===== src/cpi_pkg.sv =====
// ----------------------------------------------------------------------------
// cpi_pkg
// widths, cell types and helpers of the circle pair intersection pipeline
// ----------------------------------------------------------------------------
`default_nettype none

package cpi_pkg;

  localparam int COORD_W    = 32;
  localparam int RAD_W      = COORD_W - 1;
  localparam int DIFF_W     = COORD_W + 1;
  localparam int SQR_W      = 2 * DIFF_W;
  localparam int RSQ_W      = 2 * RAD_W;
  localparam int ROOT_W     = DIFF_W;
  localparam int SQ_REM_W   = ROOT_W + 3;
  localparam int SQ_STEPS   = ROOT_W;
  localparam int DIV_Q_W    = RAD_W;
  localparam int DIV_DEN_W  = ROOT_W + 1;
  localparam int DIV_STEPS  = DIV_Q_W;
  localparam int PROD_W     = RAD_W + DIFF_W;
  localparam int TOL_W      = 16;
  localparam int SUM_W      = COORD_W + 3;
  localparam int IN_RAW_W   = 4 * COORD_W + 2 * RAD_W;
  localparam int IN_DATA_W  = ((IN_RAW_W + 7) / 8) * 8;
  localparam int OUT_DATA_W = 4 * COORD_W;
  localparam int LATENCY    = 3 + SQ_STEPS + 3 + DIV_STEPS + 2 + SQ_STEPS + 1 + DIV_STEPS + 1;

  localparam int X1_LSB = 0;
  localparam int Y1_LSB = COORD_W;
  localparam int R1_LSB = 2 * COORD_W;
  localparam int X2_LSB = 2 * COORD_W + RAD_W;
  localparam int Y2_LSB = 3 * COORD_W + RAD_W;
  localparam int R2_LSB = 4 * COORD_W + RAD_W;

  localparam logic [TOL_W-1:0] TOL_RESET = TOL_W'(1);

  typedef struct packed {
    logic [SQR_W-1:0]    rad;
    logic [SQ_REM_W-1:0] rem;
    logic [ROOT_W-1:0]   root;
  } sq_t;

  typedef struct packed {
    logic [DIV_DEN_W-1:0] den;
    logic [DIV_DEN_W-1:0] rem;
    logic [DIV_Q_W-1:0]   low;
    logic [DIV_Q_W-1:0]   quo;
  } dv_t;

  // numerator must satisfy num < den * 2^DIV_Q_W
  function automatic dv_t dv_init(logic [SQR_W-1:0] num, logic [DIV_DEN_W-1:0] den);
    dv_t r;
    r.den = den;
    r.rem = num[DIV_Q_W +: DIV_DEN_W];
    r.low = num[DIV_Q_W-1:0];
    r.quo = '0;
    return r;
  endfunction

endpackage

`default_nettype wire


===== src/cpi_sqrt_cell.sv =====
// ----------------------------------------------------------------------------
// cpi_sqrt_cell
// one digit step of the integer square root, registered
// ----------------------------------------------------------------------------
`default_nettype none

module cpi_sqrt_cell import cpi_pkg::*; (
  input  logic clk_i,
  input  logic en_i,
  input  sq_t  sq_i,
  output sq_t  sq_o
);

  logic [SQ_REM_W-1:0] rem_s;
  logic [SQ_REM_W-1:0] trial;
  logic [SQ_REM_W-1:0] diff;
  sq_t                 sq_d;
  sq_t                 sq_q;

  always_comb begin
    rem_s = {sq_i.rem[SQ_REM_W-3:0], sq_i.rad[SQR_W-1 -: 2]};
    trial = {{(SQ_REM_W-ROOT_W-2){1'b0}}, sq_i.root, 2'b01};
    diff  = rem_s - trial;
    sq_d.rad = {sq_i.rad[SQR_W-3:0], 2'b00};
    if (rem_s >= trial) begin
      sq_d.rem  = diff;
      sq_d.root = {sq_i.root[ROOT_W-2:0], 1'b1};
    end else begin
      sq_d.rem  = rem_s;
      sq_d.root = {sq_i.root[ROOT_W-2:0], 1'b0};
    end
  end

  always_ff @(posedge clk_i) begin
    if (en_i) begin
      sq_q <= sq_d;
    end
  end

  assign sq_o = sq_q;

endmodule

`default_nettype wire


===== config.mk =====
export PLATFORM = sky130hd
export DESIGN_NAME = cpi_sqrt_cell
export DESIGN_NICKNAME = d
export VERILOG_FILES = /design/src/cpi_pkg.sv /design/src/cpi_sqrt_cell.sv
export SDC_FILE = /design/constraint.sdc
export NUM_CORES = 1
export LEC_CHECK = 0
export ABC_AREA = 1
export BUFFER_PORTS_ARGS = -buffer_cell sky130_fd_sc_hd__buf_2
export CAP_MARGIN = 20
export CORE_ASPECT_RATIO = 1.75
export CORE_MARGIN = 3
export CORE_UTILIZATION = 40
export CTS_BUF_LIST = sky130_fd_sc_hd__clkbuf_16
export DETAILED_ROUTE_END_ITERATION = 8
export PLACE_DENSITY = 0.65
export SYNTH_ARGS = -nofsm -noshare
export SYNTH_HDL_FRONTEND = slang
export SYNTH_SLANG_ARGS = --single-unit

===== constraint.sdc =====
create_clock -name clk_i -period 2.2 [get_ports clk_i]
set_input_delay 0.11 -clock clk_i [delete_from_list [all_inputs] [get_ports clk_i]]
set_output_delay 0.11 -clock clk_i [all_outputs]
set_load 0.05 [all_outputs]

# --- Word level (Yosys, flattened, before mapping) ---
# Index checks and enable logic that the tools add are counted.
classes:
  muxes: 1
  addsub: 1
  magnitude_cmp: 1
ops:
  columns: ["cell", "n"]
  rows:
  - ["69-bit two-way mux", 1]
  - ["36-bit by 35-bit >= comparator with 1-bit output", 1]
  - ["36-bit by 35-bit subtractor with 36-bit output", 1]
word_totals:
  out_inout_bits: 135
  reg_bits: 133
  in_bits: 137
  wordCells: 6

# --- Logic depth before layout (Yosys ltp) ---
depth:
  depth_word: 2
  depth_mapped: 16
  ltp_nobuf: 15

# --- Worst setup path after synthesis ---
# OpenSTA, ideal clock, no wires.
synth_timing:
  path_type: "in2reg"
  start: "input sq_i[9] (netlist name)"
  end: "register sq_q (netlist bit sq_o[50]) (data pin)"
  n_path_buf: 2
  t_required_ns: 1.948
  cell_stages: 14
  setup_time_ns: 0.252
  path_slack_ns: 0.416
  arrival_ns: 1.532
  cell_sequence: "inv_1 -> ha_1 -> nand2_2 -> inv_1 -> a21oi_1 -> nand2_1 -> nand2_1 -> nand3_2 -> nand3_2 -> nand2_2 -> buf_6 -> buf_12 -> nand2_1 -> nand2_1"
synth_lines:
  columns: ["element", "line_no", "source"]
  rows:
  - ["start, declared", "cpi_sqrt_cell.sv:10", "input sq_t sq_i,"]
  - ["end signal, assigned", "cpi_sqrt_cell.sv:36", "sq_q <= sq_d;"]
  - ["end, declared", "cpi_sqrt_cell.sv:18", "sq_t sq_q;"]

==> reports/results.ini <==
[detailed_routing]
wirelength_um=25000
post_drt_wl_per_cell_um=16.70
drt_pre_antenna_iters=5
drc=0
vias_per_cell=4.637
vias=6941
drt_iter0_drc=299
postRouteAntennaNets=0

[sta]
setup_viol_count_final=0
hold_viol=1
period_needed_ps=2116
worst_slew_pin_slew_ps=530.1
slew_viol_final=0
fin_crit_sh_pct=96.18
slew_headroom_pct=64.66
fmax_ghz=0.4726
holdWs_ps=-1.866

[place]
dp_hpwl_um=18190
io_buffers=267
dpl_cell_area_mm2=0.009136
place.gp.congestion=0.9490

[clocking]
htreeDepth=4
cts_root_buf=clkbuf_16
cts_tree=done
cts_buffer_depth=2
clock-sinks=133
cts_buffers=17
clkTransAtPathRegs_ps=60

[grt]
track_usage_pct=23.89
antenna_found_initial=2
grt_start_max_net_pins=52
grt_pass1_wl_um=35780
grt_overflow=0
grt_pass1_vias=7110

[critical_path]
cp.arrival_ps=2290
cp.required_ps=2370
max_stage_delay_ps=530
crit_chain=dlygate4sd3_1 > buf_2 > inv_1 > ha_4 > nand2_4 > nor2_2 > inv_2 > nor2_4 > nand4_1 > nor2_1 > nor2_2 > nand2_4 > clkinv_8 > clkbuf_16 > nand2_1 > nand2_1
critPathSlowestCell=dlygate4sd3_1
critPathLaunchType=primary input
cp_max_fo=6
cp-end-kind=flip-flop
critPathKind=in2reg

[outcome]
status=finished with violations
violations=negative hold slack

[synth]
synth_top_area_share_pct=54.64
synth.area.top_cells=edfxtp_1 (55%), nand2_1 (16%), inv_1 (6.7%)
synth.avg_cell_area_um2=8.903
ys_warn_count=0
synth_top_area_cell=edfxtp_1
syn_inst=821
netlist_area_mm2=0.007310
synth-seq-cells=133
synth-seq-area-share_pct=54.64
ys_types=27

[worst_hold_path]
min-delay-start=sq_i[56]
hold_path.class=in2reg
holdPathStages=3
hold_end=sq_o[58]

[final_layout]
areaGrowthSynthToFinish_pct=57.81
final_common_cell=nand2_1
final_nets=1423
final_area_mm2=0.01153
nFillCells=1469
layout-drive-gt1-share_pct=33.47
largest_register_ffs=133
final_cell_mix=nand2_1 (286), buf_2 (252), edfxtp_1 (133)

[pwr]
peakVddDrop_mv=0.3987
p_leak_nw=5.628
powerDensity_mw_per_mm2=759.2

[floorplan]
fp-row-count=64
io_pins=272
start_util_pct=41.30
dieArea_mm2=0.02000
die_h_um=184.8
core_area_mm2=0.01770
die_x_um=108.2

[flow_run]
cap_violations=0

==> timing repair <==
action / 4_1_cts / 5_1_grt
endpoints found under the setup margin: 0 / 36
hold endpoints to repair: 126 / 0
buffers inserted: 0 / 8
resized for setup: 0 / 104
hold buffers: 126 / 0
==> critical path, delay by kind of cell <==
| family | cells | cell delay, ps |
|---|---|---|
| AND/OR/NAND/NOR | 9 | 810 |
| adder cells (fa/ha/maj) | 1 | 300 |
| buffers and inverters | 6 | 1060 |
==> cell usage after synthesis <==
cell and count:
nand2_1 308, edfxtp_1 133, inv_1 130, nor2_1 63
ha_1 35, nand3_1 28, a21oi_1 27, xor2_1 18
nand3_2 11, nand3b_1 11, o21ai_0 9, nor3_1 8
nand2_2 7, inv_2 5, nor2_2 5, nand4_1 4
buf_2 3, buf_6 3, o21bai_1 3, buf_4 2
nor2_4 2, and2_1 1, buf_12 1, conb_1 1
nor4_2 1, o21a_1 1, xnor2_1 1
==> routing by layer <==
| metal | routed length, um | GRT usage, % |
|---|---|---|
| met1 | 8031 | 22.31 |
| met2 | 14540 | 49.15 |
| met3 | 1509 | 4.290 |
| met4 | 914 | 9.302 |
| met5 | 0 | 0 |
==> worst max-delay path by stage <==
stage,startpoint,endpoint,slack [ps]
after floorplan,sq_i[9],sq_o[50],420
after global placement,sq_i[21],sq_o[58],50
after detailed placement,sq_i[21],sq_o[34],60
after CTS,sq_i[6],sq_o[51],6
after global routing,sq_i[1],sq_o[52],-60
final,sq_i[11],sq_o[39],80
==> final cells by class <==
| class | instances | area, um^2 | area share, % |
|---|---|---|---|
| Clock inverter | 15 | 178.9 | 1.551 |
| Antenna cell | 2 | 5.005 | 0.04339 |
| Timing Repair Buffer | 419 | 2948 | 25.56 |
| Multi-Input combinational cell | 545 | 3176 | 27.53 |
| Tap cell | 231 | 289.0 | 2.506 |
| Inverter | 135 | 519.2 | 4.502 |
| Sequential cell | 133 | 3994 | 34.62 |
| Clock buffer | 17 | 425.4 | 3.688 |
==> report_power, final <==
| group | switching, mW | internal (mW) |
|---|---|---|
| sequential | 0.0660 | 3.09 |
| combinational | 1.84 | 0.870 |
| clock | 1.10 | 1.79 |
| total | 3.00 | 5.75 |
==> through the flow <==
step / instances / setup TNS (ps) / util [%] / worst slack, ps / power [mW]
CTS: 1499 / 0 / 62.17 / 5.568 / 8.622
floorplan: 822 / 0 / - / 416.1 / 4.824
global route: 1497 / -179.4 / 65.18 / -63.43 / 9.165
finish: 1497 / 0 / 65.18 / 84.05 / 8.757
detailed placement: 1341 / 0 / 51.63 / 59.26 / 5.537
global placement: 1341 / 0 / 51.63 / 48.55 / 5.513
==> cells by family (layout without fill, tap and decap cells) <==
logic type | after synthesis | after routing | synth area share [%]
and+or+nand+nor | 449 | 449 | 26.09
buffers and inverters | 144 | 586 | 8.079
DFF | 133 | 133 | 54.64
AOI/OAI and AO/OA | 40 | 40 | 2.876
adders and majority gates | 35 | 35 | 5.991
xor gates and xnor gates | 19 | 19 | 2.277
other | 1 | 4 | 0.05130
Note: power is estimated with default switching activity, not from simulation.
