$ cat src/cpi_pkg.sv
// ----------------------------------------------------------------------------
// cpi_pkg
// widths, cell types and helpers of the circle pair intersection pipeline
// ----------------------------------------------------------------------------
`default_nettype none

package cpi_pkg;

  localparam int COORD_W    = 32;
  localparam int RAD_W      = COORD_W - 1;
  localparam int DIFF_W     = COORD_W + 1;
  localparam int SQR_W      = 2 * DIFF_W;
  localparam int RSQ_W      = 2 * RAD_W;
  localparam int ROOT_W     = DIFF_W;
  localparam int SQ_REM_W   = ROOT_W + 3;
  localparam int SQ_STEPS   = ROOT_W;
  localparam int DIV_Q_W    = RAD_W;
  localparam int DIV_DEN_W  = ROOT_W + 1;
  localparam int DIV_STEPS  = DIV_Q_W;
  localparam int PROD_W     = RAD_W + DIFF_W;
  localparam int TOL_W      = 16;
  localparam int SUM_W      = COORD_W + 3;
  localparam int IN_RAW_W   = 4 * COORD_W + 2 * RAD_W;
  localparam int IN_DATA_W  = ((IN_RAW_W + 7) / 8) * 8;
  localparam int OUT_DATA_W = 4 * COORD_W;
  localparam int LATENCY    = 3 + SQ_STEPS + 3 + DIV_STEPS + 2 + SQ_STEPS + 1 + DIV_STEPS + 1;

  localparam int X1_LSB = 0;
  localparam int Y1_LSB = COORD_W;
  localparam int R1_LSB = 2 * COORD_W;
  localparam int X2_LSB = 2 * COORD_W + RAD_W;
  localparam int Y2_LSB = 3 * COORD_W + RAD_W;
  localparam int R2_LSB = 4 * COORD_W + RAD_W;

  localparam logic [TOL_W-1:0] TOL_RESET = TOL_W'(1);

  typedef struct packed {
    logic [SQR_W-1:0]    rad;
    logic [SQ_REM_W-1:0] rem;
    logic [ROOT_W-1:0]   root;
  } sq_t;

  typedef struct packed {
    logic [DIV_DEN_W-1:0] den;
    logic [DIV_DEN_W-1:0] rem;
    logic [DIV_Q_W-1:0]   low;
    logic [DIV_Q_W-1:0]   quo;
  } dv_t;

  // numerator must satisfy num < den * 2^DIV_Q_W
  function automatic dv_t dv_init(logic [SQR_W-1:0] num, logic [DIV_DEN_W-1:0] den);
    dv_t r;
    r.den = den;
    r.rem = num[DIV_Q_W +: DIV_DEN_W];
    r.low = num[DIV_Q_W-1:0];
    r.quo = '0;
    return r;
  endfunction

endpackage

`default_nettype wire

$ cat src/cpi_div_cell.sv
// ----------------------------------------------------------------------------
// cpi_div_cell
// one restoring division step, registered
// ----------------------------------------------------------------------------
`default_nettype none

module cpi_div_cell import cpi_pkg::*; (
  input  logic clk_i,
  input  logic en_i,
  input  dv_t  dv_i,
  output dv_t  dv_o
);

  logic [DIV_DEN_W:0] sh;
  logic [DIV_DEN_W:0] diff;
  dv_t                dv_d;
  dv_t                dv_q;

  always_comb begin
    sh       = {dv_i.rem, dv_i.low[DIV_Q_W-1]};
    diff     = sh - {1'b0, dv_i.den};
    dv_d.den = dv_i.den;
    dv_d.low = {dv_i.low[DIV_Q_W-2:0], 1'b0};
    if (!diff[DIV_DEN_W]) begin
      dv_d.rem = diff[DIV_DEN_W-1:0];
      dv_d.quo = {dv_i.quo[DIV_Q_W-2:0], 1'b1};
    end else begin
      dv_d.rem = sh[DIV_DEN_W-1:0];
      dv_d.quo = {dv_i.quo[DIV_Q_W-2:0], 1'b0};
    end
  end

  always_ff @(posedge clk_i) begin
    if (en_i) begin
      dv_q <= dv_d;
    end
  end

  assign dv_o = dv_q;

endmodule

`default_nettype wire

$ cat config.mk
export PLATFORM = sky130hd
export DESIGN_NAME = cpi_div_cell
export DESIGN_NICKNAME = d
export VERILOG_FILES = /design/src/cpi_pkg.sv /design/src/cpi_div_cell.sv
export SDC_FILE = /design/constraint.sdc
export NUM_CORES = 1
export LEC_CHECK = 0
export ABC_AREA = 1
export ABC_CLOCK_PERIOD_IN_PS = 2780
export BUFFER_PORTS_ARGS = -buffer_cell sky130_fd_sc_hd__buf_4
export CAP_MARGIN = 5
export CORE_MARGIN = 3
export CORE_UTILIZATION = 40
export CTS_BUF_LIST = sky130_fd_sc_hd__clkbuf_4 sky130_fd_sc_hd__clkbuf_8
export CTS_CLUSTER_DIAMETER = 120
export CTS_CLUSTER_SIZE = 24
export DETAILED_ROUTE_END_ITERATION = 12
export GPL_TIMING_DRIVEN = 1
export PLACE_DENSITY = 0.73
export SYNTH_ARGS = -nofsm -noshare
export SYNTH_HDL_FRONTEND = slang
export SYNTH_SLANG_ARGS = --single-unit
$ cat constraint.sdc
create_clock -name clk_i -period 2.78 [get_ports clk_i]
set_input_delay 0.556 -clock clk_i [delete_from_list [all_inputs] [get_ports clk_i]]
set_output_delay 0.556 -clock clk_i [all_outputs]
set_load 0.02 [all_outputs]
== After elaboration in Yosys (flattened, before gate mapping) ==
Cells that the tools add are included.
Cells by class
  add/subtract/negate cells: 1
  multiplexer cells: 2
Operators with widths (number)
  subtractor 35 x 34 -> 35 bit: 1
  two-way mux 34 bit: 1
  two-way mux 1 bit: 1
Word-level totals
  register bits: 129
  output and inout bits: 130

== Depth between registers and ports, before layout ==
Gate-level depths: netlist of the first run.
  word-level depth: 2
  depth in mapped cells: 17
  mapped depth without buffers: 16

== Least setup slack after synthesis of the first run ==
No wires, ideal clock.
  path type: input to register
  start point: in dv_i[61] in the netlist's numbering
  end point: reg dv_q, in the netlist dv_o[67], data pin
  arrival: 2.098 ns
  path slack: 0.430 ns
  stages on the path: 14
  cell sequence: inv_1 > ha_1 > fa_1 > inv_1 > nand3_2 > nand3_2 > nand2_2 > nand2_2 > nand2_2 > nand3_1 > nand2_4 > buf_8 > nand2_1 > nand2_1
RTL lines
  from (decl): line cpi_div_cell.sv:10  | input dv_t dv_i,
  to (signal assigned): line cpi_div_cell.sv:35  | dv_q <= dv_d;
  to (decl): line cpi_div_cell.sv:17  | dv_t dv_q;

==> results.cfg, run 1 <==
[yosys]
synth_cells = 769
synth_area_leaders = edfxtp_1 55%, nand2_1 15%, inv_1 6.4%
synth_top_flop_cell = edfxtp_1
ys_top_cells_by_count = 274 x nand2_1, 129 x edfxtp_1, 120 x inv_1
async_reset_ff_share_pct = 0
yosys_warnings = 0
syn_area_um2 = 6990
synth_top_area_share_pct = 55.4
synth_edf_count = 129
synth_cell_types = 33
synth.most_common_cell = nand2_1
ys_seq_area_share_pct = 55.4
synth_top_cell_by_area = edfxtp_1
syn_area_per_cell_um2 = 9.09
syn-num-nets = 936
synth_seq_cells = 129

[clock_network]
ctsResizeCount = 0
clock_sinks = 129
cts.path.max_buffers = 2
htree_num_levels = 4
postCtsSetupRepairBufs = 0
clockRootBuffer = clkbuf_8
hold_buffers = 0
clkTransAtPathRegs_ps = 80
cts_buffers = 17
cts_tree = built

[floorplan]
fp-row-count = 47
core-area_um2 = 16800
dieArea_um2 = 19100
die_w_um = 138
initial_core_util_pct = 41.6
io_pins = 262
die_h_um = 138

[placed_design]
place_inst = 1255
pre_cts_ws_ps = 42.5
io_buffers = 259
dp_hpwl_um = 16600
placed_cell_area_um2 = 9280
place.gp.congestion = 0.931

[outcome]
status = completed

[finish]
syn_to_final_growth_pct = 38.6
largest_reg_flops = 129
fin_nets = 1221
layout-drive-gt1-share_pct = 31.9
n_antenna_cell = 0
fin_cells = 1287
final_area_um2 = 9700

[global_routing]
grt_pass1_wl_um = 32400
grt_pass1_vias = 5998
grt_max_degree = 57
antenna_found_initial = 0
overflow = 0
grt_usage_pct = 21.5

[setup_path]
cp_common_cell = nand2_1
critical_path_required_ps = 2980
cp-end-kind = register
worstPathArrival_ps = 2500
crit_type = in2reg
cp-start-kind = primary input
cp_top_family = compound AO/OA/AOI/OAI gates
cp_cell_sequence = buf_4 -> ha_1 -> a21oi_1 -> nand2_1 -> nand2_1 -> nand2_1 -> o21ai_0 -> nand2_1 -> nand2_1 -> nand2_1 -> nand2_2 -> nand2_1
crit_buf_inv = 1
worstPathMaxFanout = 4
slowest_stage = o21ai_0
cpPeakStageDelay_ps = 490

[timing]
hold_viol_final = 0
slew_viol_final = 0
setup_ws_ps = 472
rsz0062_at_grt = no
worstMarginPinSlew_ps = 580
max_freq_mhz = 433
timing.slew.headroom_pct = 60.9
min_period_ps = 2310
setup_tns_ps = 0
fin_crit_sh_pct = 83.0
setup_violations = 0

[power]
p_clk_share_pct = 31.0
p_leak_nw = 4.81
pwr-share-comb_pct = 26.4
finalPower_mw = 5.67
p_seq_share_pct = 42.7
p_sw_share_pct = 31.4
pwr_density_cell_nw_per_um2 = 585
power.internal_mw = 3.89
switching_power_mw = 1.78
vdd_ir_drop_max_mv = 0.279

[min_path]
whs_path_depth = 1
min_path_type = in2reg
whs_endpoint = dv_o[30]
min_from = dv_i[29]

[drt]
vias = 6035
ant_nets = 0
wirelength_um = 20800
drc = 0
routedWlPerCell_um = 16.2
avgViaCountPerCell = 4.69
dr.pass1.iters = 6
drtIter0Drc = 480

[run]
maxCapViolations = 0
[metal layers]
layer	share of wire, %	GRT usage [%]	up-vias
li1	-	-	3036
met1	41	26.4	2737
met2	49	37.1	232
met3	7.8	6.15	30
met4	1.8	5.93	0
met5	0	0	-
[power by group through the flow]
stage	Sequential, mW	Combinational [mW]	Clock [mW]
2_1_floorplan	2.71	0.584	0
3_3_place_gp	2.46	1.48	0
3_5_place_dp	2.46	1.51	0
4_1_cts	2.42	1.51	1.78
5_1_grt	2.44	1.64	1.86
6_report	2.42	1.49	1.75
[kinds of logic after synthesis]
logic type / Yosys count / share of synthesized area (%)
AND/OR/NAND/NOR: 405 / 24.0
AO/OA/AOI/OAI: 52 / 4.08
other: 1 / 0.0536
adder cells (fa/ha/maj): 35 / 6.37
flip-flops: 129 / 55.4
buffers and inverters: 128 / 7.69
XOR/XNOR: 19 / 2.38
[worst max path at each step]
stage | slack, ps | to | depth (start not counted) | startpoint
2_1_floorplan | 430 | dv_o[67] | 14 | dv_i[61]
3_3_place_gp | 110 | dv_o[93] | 14 | dv_i[61]
3_5_place_dp | 40 | dv_o[94] | 14 | dv_i[61]
4_1_cts | 510 | dv_o[94] | 14 | dv_i[61]
5_1_grt | 320 | dv_o[94] | 14 | dv_i[109]
6_report | 470 | dv_o[87] | 12 | dv_i[65]
[metrics by stage]
stage | hold slack (ps) | util [%]
after global routing | 251 | 57.6
after global placement | 734 | 55.1
final | 282 | 57.6
after CTS | 257 | 57.6
after floorplan | 655 | -
after detailed placement | 735 | 55.1
[placed cells by master (no fill, tap or decap), types with 4 or more instances in the layout]
master      n
nor3_1      5
xor2_1     17
ha_1       34
nor2_2      4
nor2_1     60
nand3_1    28
nand2_1   274
a21oi_1    30
buf_4     269
inv_1     120
clkbuf_8   17
nand2_2    22
edfxtp_1  129
o21ai_0    11
o21bai_1    5
inv_6       4
[area by class of cell]
type | count | area [um^2]
timing repair buffer | 273 | 2090
tap | 220 | 275
clock buffer | 18 | 241
sequential | 129 | 3870
inverter | 121 | 454
clock inverter | 14 | 179
fill | 1548 | 7120
multi-input combinational | 512 | 2580
Note: power is estimated with default switching activity, not from simulation.
==> run 2: changes to the inputs <==
--- a/config.mk
+++ b/config.mk
@@ -5,8 +5,8 @@
 export SDC_FILE = /design/constraint.sdc
 export NUM_CORES = 1
 export LEC_CHECK = 0
-export ABC_AREA = 1
-export ABC_CLOCK_PERIOD_IN_PS = 2780
+export ABC_AREA = 0
+export ABC_CLOCK_PERIOD_IN_PS = 2100
 export BUFFER_PORTS_ARGS = -buffer_cell sky130_fd_sc_hd__buf_4
 export CAP_MARGIN = 5
 export CORE_MARGIN = 3
@@ -16,7 +16,7 @@
 export CTS_CLUSTER_SIZE = 24
 export DETAILED_ROUTE_END_ITERATION = 12
 export GPL_TIMING_DRIVEN = 1
-export PLACE_DENSITY = 0.73
+export PLACE_DENSITY = 0.77
 export SYNTH_ARGS = -nofsm -noshare
 export SYNTH_HDL_FRONTEND = slang
 export SYNTH_SLANG_ARGS = --single-unit
==> constraint.sdc (replaced) <==
create_clock -name clk_i -period 2.1 [get_ports clk_i]
set_input_delay 0.42 -clock clk_i [delete_from_list [all_inputs] [get_ports clk_i]]
set_output_delay 0.42 -clock clk_i [all_outputs]
set_load 0.02 [all_outputs]
==> run 2 against run 1 <==
The flow now finishes with violations (setup timing). Core utilization up 6.6 points. Combinational power up 56%. First-iteration DRC count down 46%. Cell count down 14%. Synthesized cell count down 36%. Critical path depth up 2. Sequential power up 33%. Largest power group unchanged. Highest routed layer unchanged.
==> results.cfg, run 2 <==
[clock_network]
cts_tree = built
hold_buffers = 0
clock_sinks = 129
clkTransAtPathRegs_ps = 90
clockRootBuffer = clkbuf_8
htree_num_levels = 4
cts.path.max_buffers = 2
cts_buffers = 17

[drt]
routedWlPerCell_um = 16.3
wirelength_um = 18200
vias = 5408
drc = 0
ant_nets = 0
drtIter0Drc = 258
dr.pass1.iters = 5
avgViaCountPerCell = 4.86

[setup_path]
critical_path_required_ps = 2280
cp-end-kind = register
worstPathMaxFanout = 7
crit_type = in2reg
cp-start-kind = primary input
worstPathArrival_ps = 3290

[global_routing]
overflow = 0
grt_max_degree = 71
grt_pass1_wl_um = 27100
met3_usage_pct = 5.14
use_met2_pct = 36.2
top_usage_layer = met2
grt_util_met1_pct = 21.7
antenna_found_initial = 0
grt_usage_pct = 19.4
grt_pass1_vias = 5361

[yosys]
synth_top_area_share_pct = 59.4
syn_area_per_cell_um2 = 13.3
ys_seq_area_share_pct = 59.4
synth_cell_types = 59
synth_edf_count = 129
synth_seq_cells = 129
synth.most_common_cell = edfxtp_1
syn-num-nets = 657
ys_top_cells_by_count = 129 x edfxtp_1, 48 x inv_1, 34 x ha_1
synth_top_flop_cell = edfxtp_1
synth_area_leaders = edfxtp_1 59%, ha_1 6.5%, mux2_4 6.2%
yosys_warnings = 0
synth_cells = 490
syn_area_um2 = 6530
synth_top_cell_by_area = edfxtp_1
async_reset_ff_share_pct = 0

[timing]
setup_violations = 35
min_period_ps = 3120
hold_viol_final = 0
setup_ws_ps = -1020
setup_tns_ps = -33200
rsz0062_at_grt = yes
max_freq_mhz = 321
fin_crit_sh_pct = 148
slew_viol_final = 0

[floorplan]
core-area_um2 = 15900
die_h_um = 134
dieArea_um2 = 17900
io_pins = 262
initial_core_util_pct = 40.9
fp-row-count = 46
die_w_um = 134

[power]
vdd_ir_drop_max_mv = 0.379
pwr_density_cell_nw_per_um2 = 762
p_leak_nw = 4.72

[placed_design]
dp_hpwl_um = 13900
io_buffers = 259
place.gp.congestion = 0.877
place_inst = 1072

[finish]
largest_reg_flops = 129
layout-drive-gt1-share_pct = 52.4
n_antenna_cell = 0
fin_nets = 1052
final_cell_mix = 378 x buf_4, 129 x edfxtp_1, 47 x inv_1
final_common_cell = buf_4
fin_cells = 1113
syn_to_final_growth_pct = 57.0

[min_path]
min_from = dv_i[58]
whs_endpoint = dv_o[59]
whs_path_depth = 1
min_path_type = in2reg

[outcome]
status = finished, violations left
failed_checks = setup timing

[run]
maxCapViolations = 0
## run 2: changes by cell type in the layout (fill, tap and decap cells not counted), moves of 11 or more
cell     before  now
nand2_1     274   30
buf_4       269  378
inv_1       120   47
nor2_1       60   20
mux2_4        0   28
nand2_2      22    0
nand3_1      28   11
xnor2_1       2   19
a21o_1        0   11
## run 2: cell families (layout without fill, tap and decap cells)
logic type / after synthesis / after routing / share of synthesized area, %
adders and majority gates: 35 / 35 / 6.83
xor gates and xnor gates: 28 / 28 / 3.76
buffers and inverters: 64 / 471 / 4.91
DFF: 129 / 129 / 59.4
AOI/OAI and AO/OA: 101 / 101 / 10.4
muxes: 32 / 32 / 7.00
and+or+nand+nor: 100 / 100 / 7.71
other: 1 / 1 / 0.0575
## run 2: worst max-delay path by stage
stage | from | endpoint | slack (ps) | cells after the start
2_1_floorplan | dv_i[61] | dv_o[65] | -1310 | 14
3_3_place_gp | dv_i[61] | dv_o[81] | -1630 | 14
3_5_place_dp | dv_i[61] | dv_o[80] | -1670 | 14
4_1_cts | dv_i[61] | dv_o[80] | -1040 | 14
5_1_grt | dv_i[61] | dv_o[75] | -1060 | 14
6_report | dv_i[61] | dv_o[81] | -1020 | 14
## run 2: what timing repair did
item | CTS | global route
setup endpoints to repair | 35 | 35
setup buffers | 6 | 2
pin swaps | 4 | 4
resized for setup | 8 | 15
gates cloned | 0 | 2
## run 2: routing by layer
| metal | vias up | wire length (um) |
|---|---|---|
| li1 | 2621 | - |
| met1 | 2570 | 6890 |
| met2 | 200 | 9830 |
| met3 | 17 | 1240 |
| met4 | 0 | 200 |
| met5 | - | 0 |
## run 2: cell type report
type / count / area, um^2
timing repair buffer: 391 / 3050
fill: 1243 / 5700
clock inverter: 14 / 183
clock buffer: 17 / 234
inverter: 49 / 209
sequential: 129 / 3870
multi-input combinational: 297 / 2420
tap: 216 / 270
## run 2: report_power, final
group / total (mW) / internal [mW] / switching [mW]
logic: 2.32 / 1.21 / 1.12
clock network: 2.26 / 1.19 / 1.07
registers: 3.22 / 3.15 / 0.0749
total: 7.81 / 5.54 / 2.26
## run 2: worst max-delay path, stage by stage
cell	delay (ps)
buf_8	90
inv_12	30
ha_4	150
fa_2	370
nor2b_4	160
o2111ai_4	130
a2111oi_4	430
nor2_2	90
o21ba_1	180
o311a_1	300
or3_4	380
clkinv_8	100
clkbuf_16	160
mux2_4	300
## run 2: through the flow
step / worst slack (ps) / cell area (um^2) / hold slack, ps / power (mW) / utilization [%]
after floorplan: -1310 / 6560 / 519 / 4.43 / -
after global placement: -1630 / 9620 / 598 / 5.46 / 60.3
final: -1020 / 10200 / 157 / 7.81 / 64.3
after detailed placement: -1670 / 9620 / 599 / 5.52 / 60.3
after global routing: -1060 / 10200 / 115 / 8.19 / 64.3
after CTS: -1040 / 10100 / 120 / 7.83 / 63.4
==> run 3: changes to the inputs <==
--- a/config.mk
+++ b/config.mk
@@ -9,6 +9,7 @@
 export ABC_CLOCK_PERIOD_IN_PS = 2100
 export BUFFER_PORTS_ARGS = -buffer_cell sky130_fd_sc_hd__buf_4
 export CAP_MARGIN = 5
+export CORE_ASPECT_RATIO = 2
 export CORE_MARGIN = 3
 export CORE_UTILIZATION = 40
 export CTS_BUF_LIST = sky130_fd_sc_hd__clkbuf_4 sky130_fd_sc_hd__clkbuf_8
==> run 3 against run 2 <==
The flow still finishes with violations (setup timing). Critical path type unchanged. Cell count is 1.6% lower. Largest power group unchanged. Non-clock buffer count is 4 lower. Fmax is 2.0% higher. Power is 2.8% lower. Core utilization is 0.18 points lower. Final area is 0.81% lower. Count of clock-buffer cells in the layout is 1 higher.
==> results.cfg, run 3 (same netlist as run 2, synthesis figures left out) <==
[setup_path]
worstPathArrival_ps = 3250
critical_path_required_ps = 2290
worstPathMaxFanout = 7
cp-start-kind = primary input
crit_type = in2reg
cp-end-kind = register

[outcome]
failed_checks = setup timing
status = finished, violations left

[drt]
vias = 5425
drtIter0Drc = 205
wirelength_um = 18700
ant_nets = 0
avgViaCountPerCell = 4.95
drc = 0
routedWlPerCell_um = 17.1
dr.pass1.iters = 4

[clock_network]
clock_sinks = 129
clockRootBuffer = clkbuf_8
hold_buffers = 0
cts_tree = built
cts_buffers = 17
clkTransAtPathRegs_ps = 80
htree_num_levels = 4
cts.path.max_buffers = 2

[placed_design]
dp_hpwl_um = 14800
io_buffers = 259
place.gp.congestion = 0.894
place_inst = 1054

[finish]
fillers = 1234
multi_input_area_um2 = 2410
final_common_cell = buf_4
final_util_pct = 64.1
syn_to_final_growth_pct = 55.8
n_antenna_cell = 0
largest_reg_flops = 129
layout-drive-gt1-share_pct = 51.9
fin_nets = 1048
seq_area_um2 = 3870
fin_cells = 1095
final_cell_mix = 372 x buf_4, 129 x edfxtp_1, 47 x inv_1

[floorplan]
die_w_um = 96.3
fp-row-count = 65
dieArea_um2 = 18000
core-area_um2 = 15900
io_pins = 262
initial_core_util_pct = 41.1
die_h_um = 187

[power]
finalPower_mw = 7.59
p_clk_share_pct = 26.7
pwr_density_cell_nw_per_um2 = 746
pwr-share-comb_pct = 30.7
power.internal_mw = 5.32
p_sw_share_pct = 29.9
p_leak_nw = 4.69
p_seq_share_pct = 42.5
vdd_ir_drop_max_mv = 0.413
switching_power_mw = 2.27

[timing]
max_freq_mhz = 327
fin_crit_sh_pct = 145
rsz0062_at_grt = yes
hold_viol_final = 0
setup_ws_ps = -954
setup_tns_ps = -31940
hold_slack_ps = 153
slew_viol_final = 0
min_period_ps = 3050
setup_violations = 35

[run]
maxCapViolations = 0

[global_routing]
grt_max_degree = 38
antenna_found_initial = 0
grt_pass1_vias = 5694
grt_usage_pct = 20.4
overflow = 0
grt_pass1_wl_um = 27600

[min_path]
min_path_type = in2reg
whs_path_depth = 1
min_from = dv_i[50]
whs_endpoint = dv_o[51]
run 3: cell count changes in the layout (fill, tap and decap cells not counted), moves of 2 or more:
cell / before / now
buf_4: 378 / 372
inv_6: 2 / 4
clkinv_2: 1 / 3
bufinv_16: 3 / 1
buf_12: 4 / 6
run 3: worst max-delay path by stage:
| stage | start | endpoint | slack (ps) | cells after the start |
|---|---|---|---|---|
| final | dv_i[61] | dv_o[72] | -950 | 14 |
| after detailed placement | dv_i[61] | dv_o[74] | -1640 | 14 |
| after global placement | dv_i[61] | dv_o[74] | -1630 | 14 |
| after global routing | dv_i[61] | dv_o[80] | -1030 | 14 |
| after CTS | dv_i[61] | dv_o[86] | -940 | 14 |
| after floorplan | dv_i[61] | dv_o[65] | -1310 | 14 |
run 3: area by class of cell:
class	count	share of cell area [%]
well taps	201	2.47
clock buffers	18	2.38
multi-input cells	297	23.7
clock inverters	14	1.29
inverters	49	2.06
repair buffers	387	30.0
flip-flops and latches	129	38.1
run 3: per-layer routing:
layer	up-vias	share of wire, %	GRT usage, %
li1	2602	-	-
met1	2540	31	18.3
met2	237	58	40.0
met3	46	7.7	4.40
met4	0	3.7	10.1
met5	-	0	0
run 3: timing repair:
| item | 4_1_cts | 5_1_grt |
|---|---|---|
| setup buffers | 3 | 4 |
| cloned | 1 | 1 |
| gates resized for setup | 11 | 9 |
| pin swaps | 6 | 0 |
| setup endpoints to repair | 35 | 35 |
run 3: per-stage QoR:
stage	setup WS [ps]	instance area, um^2
after floorplan	-1310	6560
after detailed placement	-1640	9600
after global routing	-1030	10200
after CTS	-941	10100
after global placement	-1630	9600
final	-954	10200
run 3: worst max-delay path, cell delays in order:
cell       delay [ps]
buf_8              90
inv_12             30
ha_4              150
fa_2              360
nor2b_4           160
o2111ai_4         140
a2111oi_4         380
nor2_2             70
o21ba_1           180
o311a_1           300
or3_4             420
clkinv_8          110
buf_12            140
mux2_4            300
run 3: power groups by stage:
stage / sequential [mW] / combinational, mW / clock, mW
after floorplan: 3.61 / 0.815 / 0
after global placement: 3.28 / 2.20 / 0
after detailed placement: 3.29 / 2.24 / 0
after CTS: 3.23 / 2.30 / 2.09
after global routing: 3.25 / 2.49 / 2.19
final: 3.23 / 2.33 / 2.03
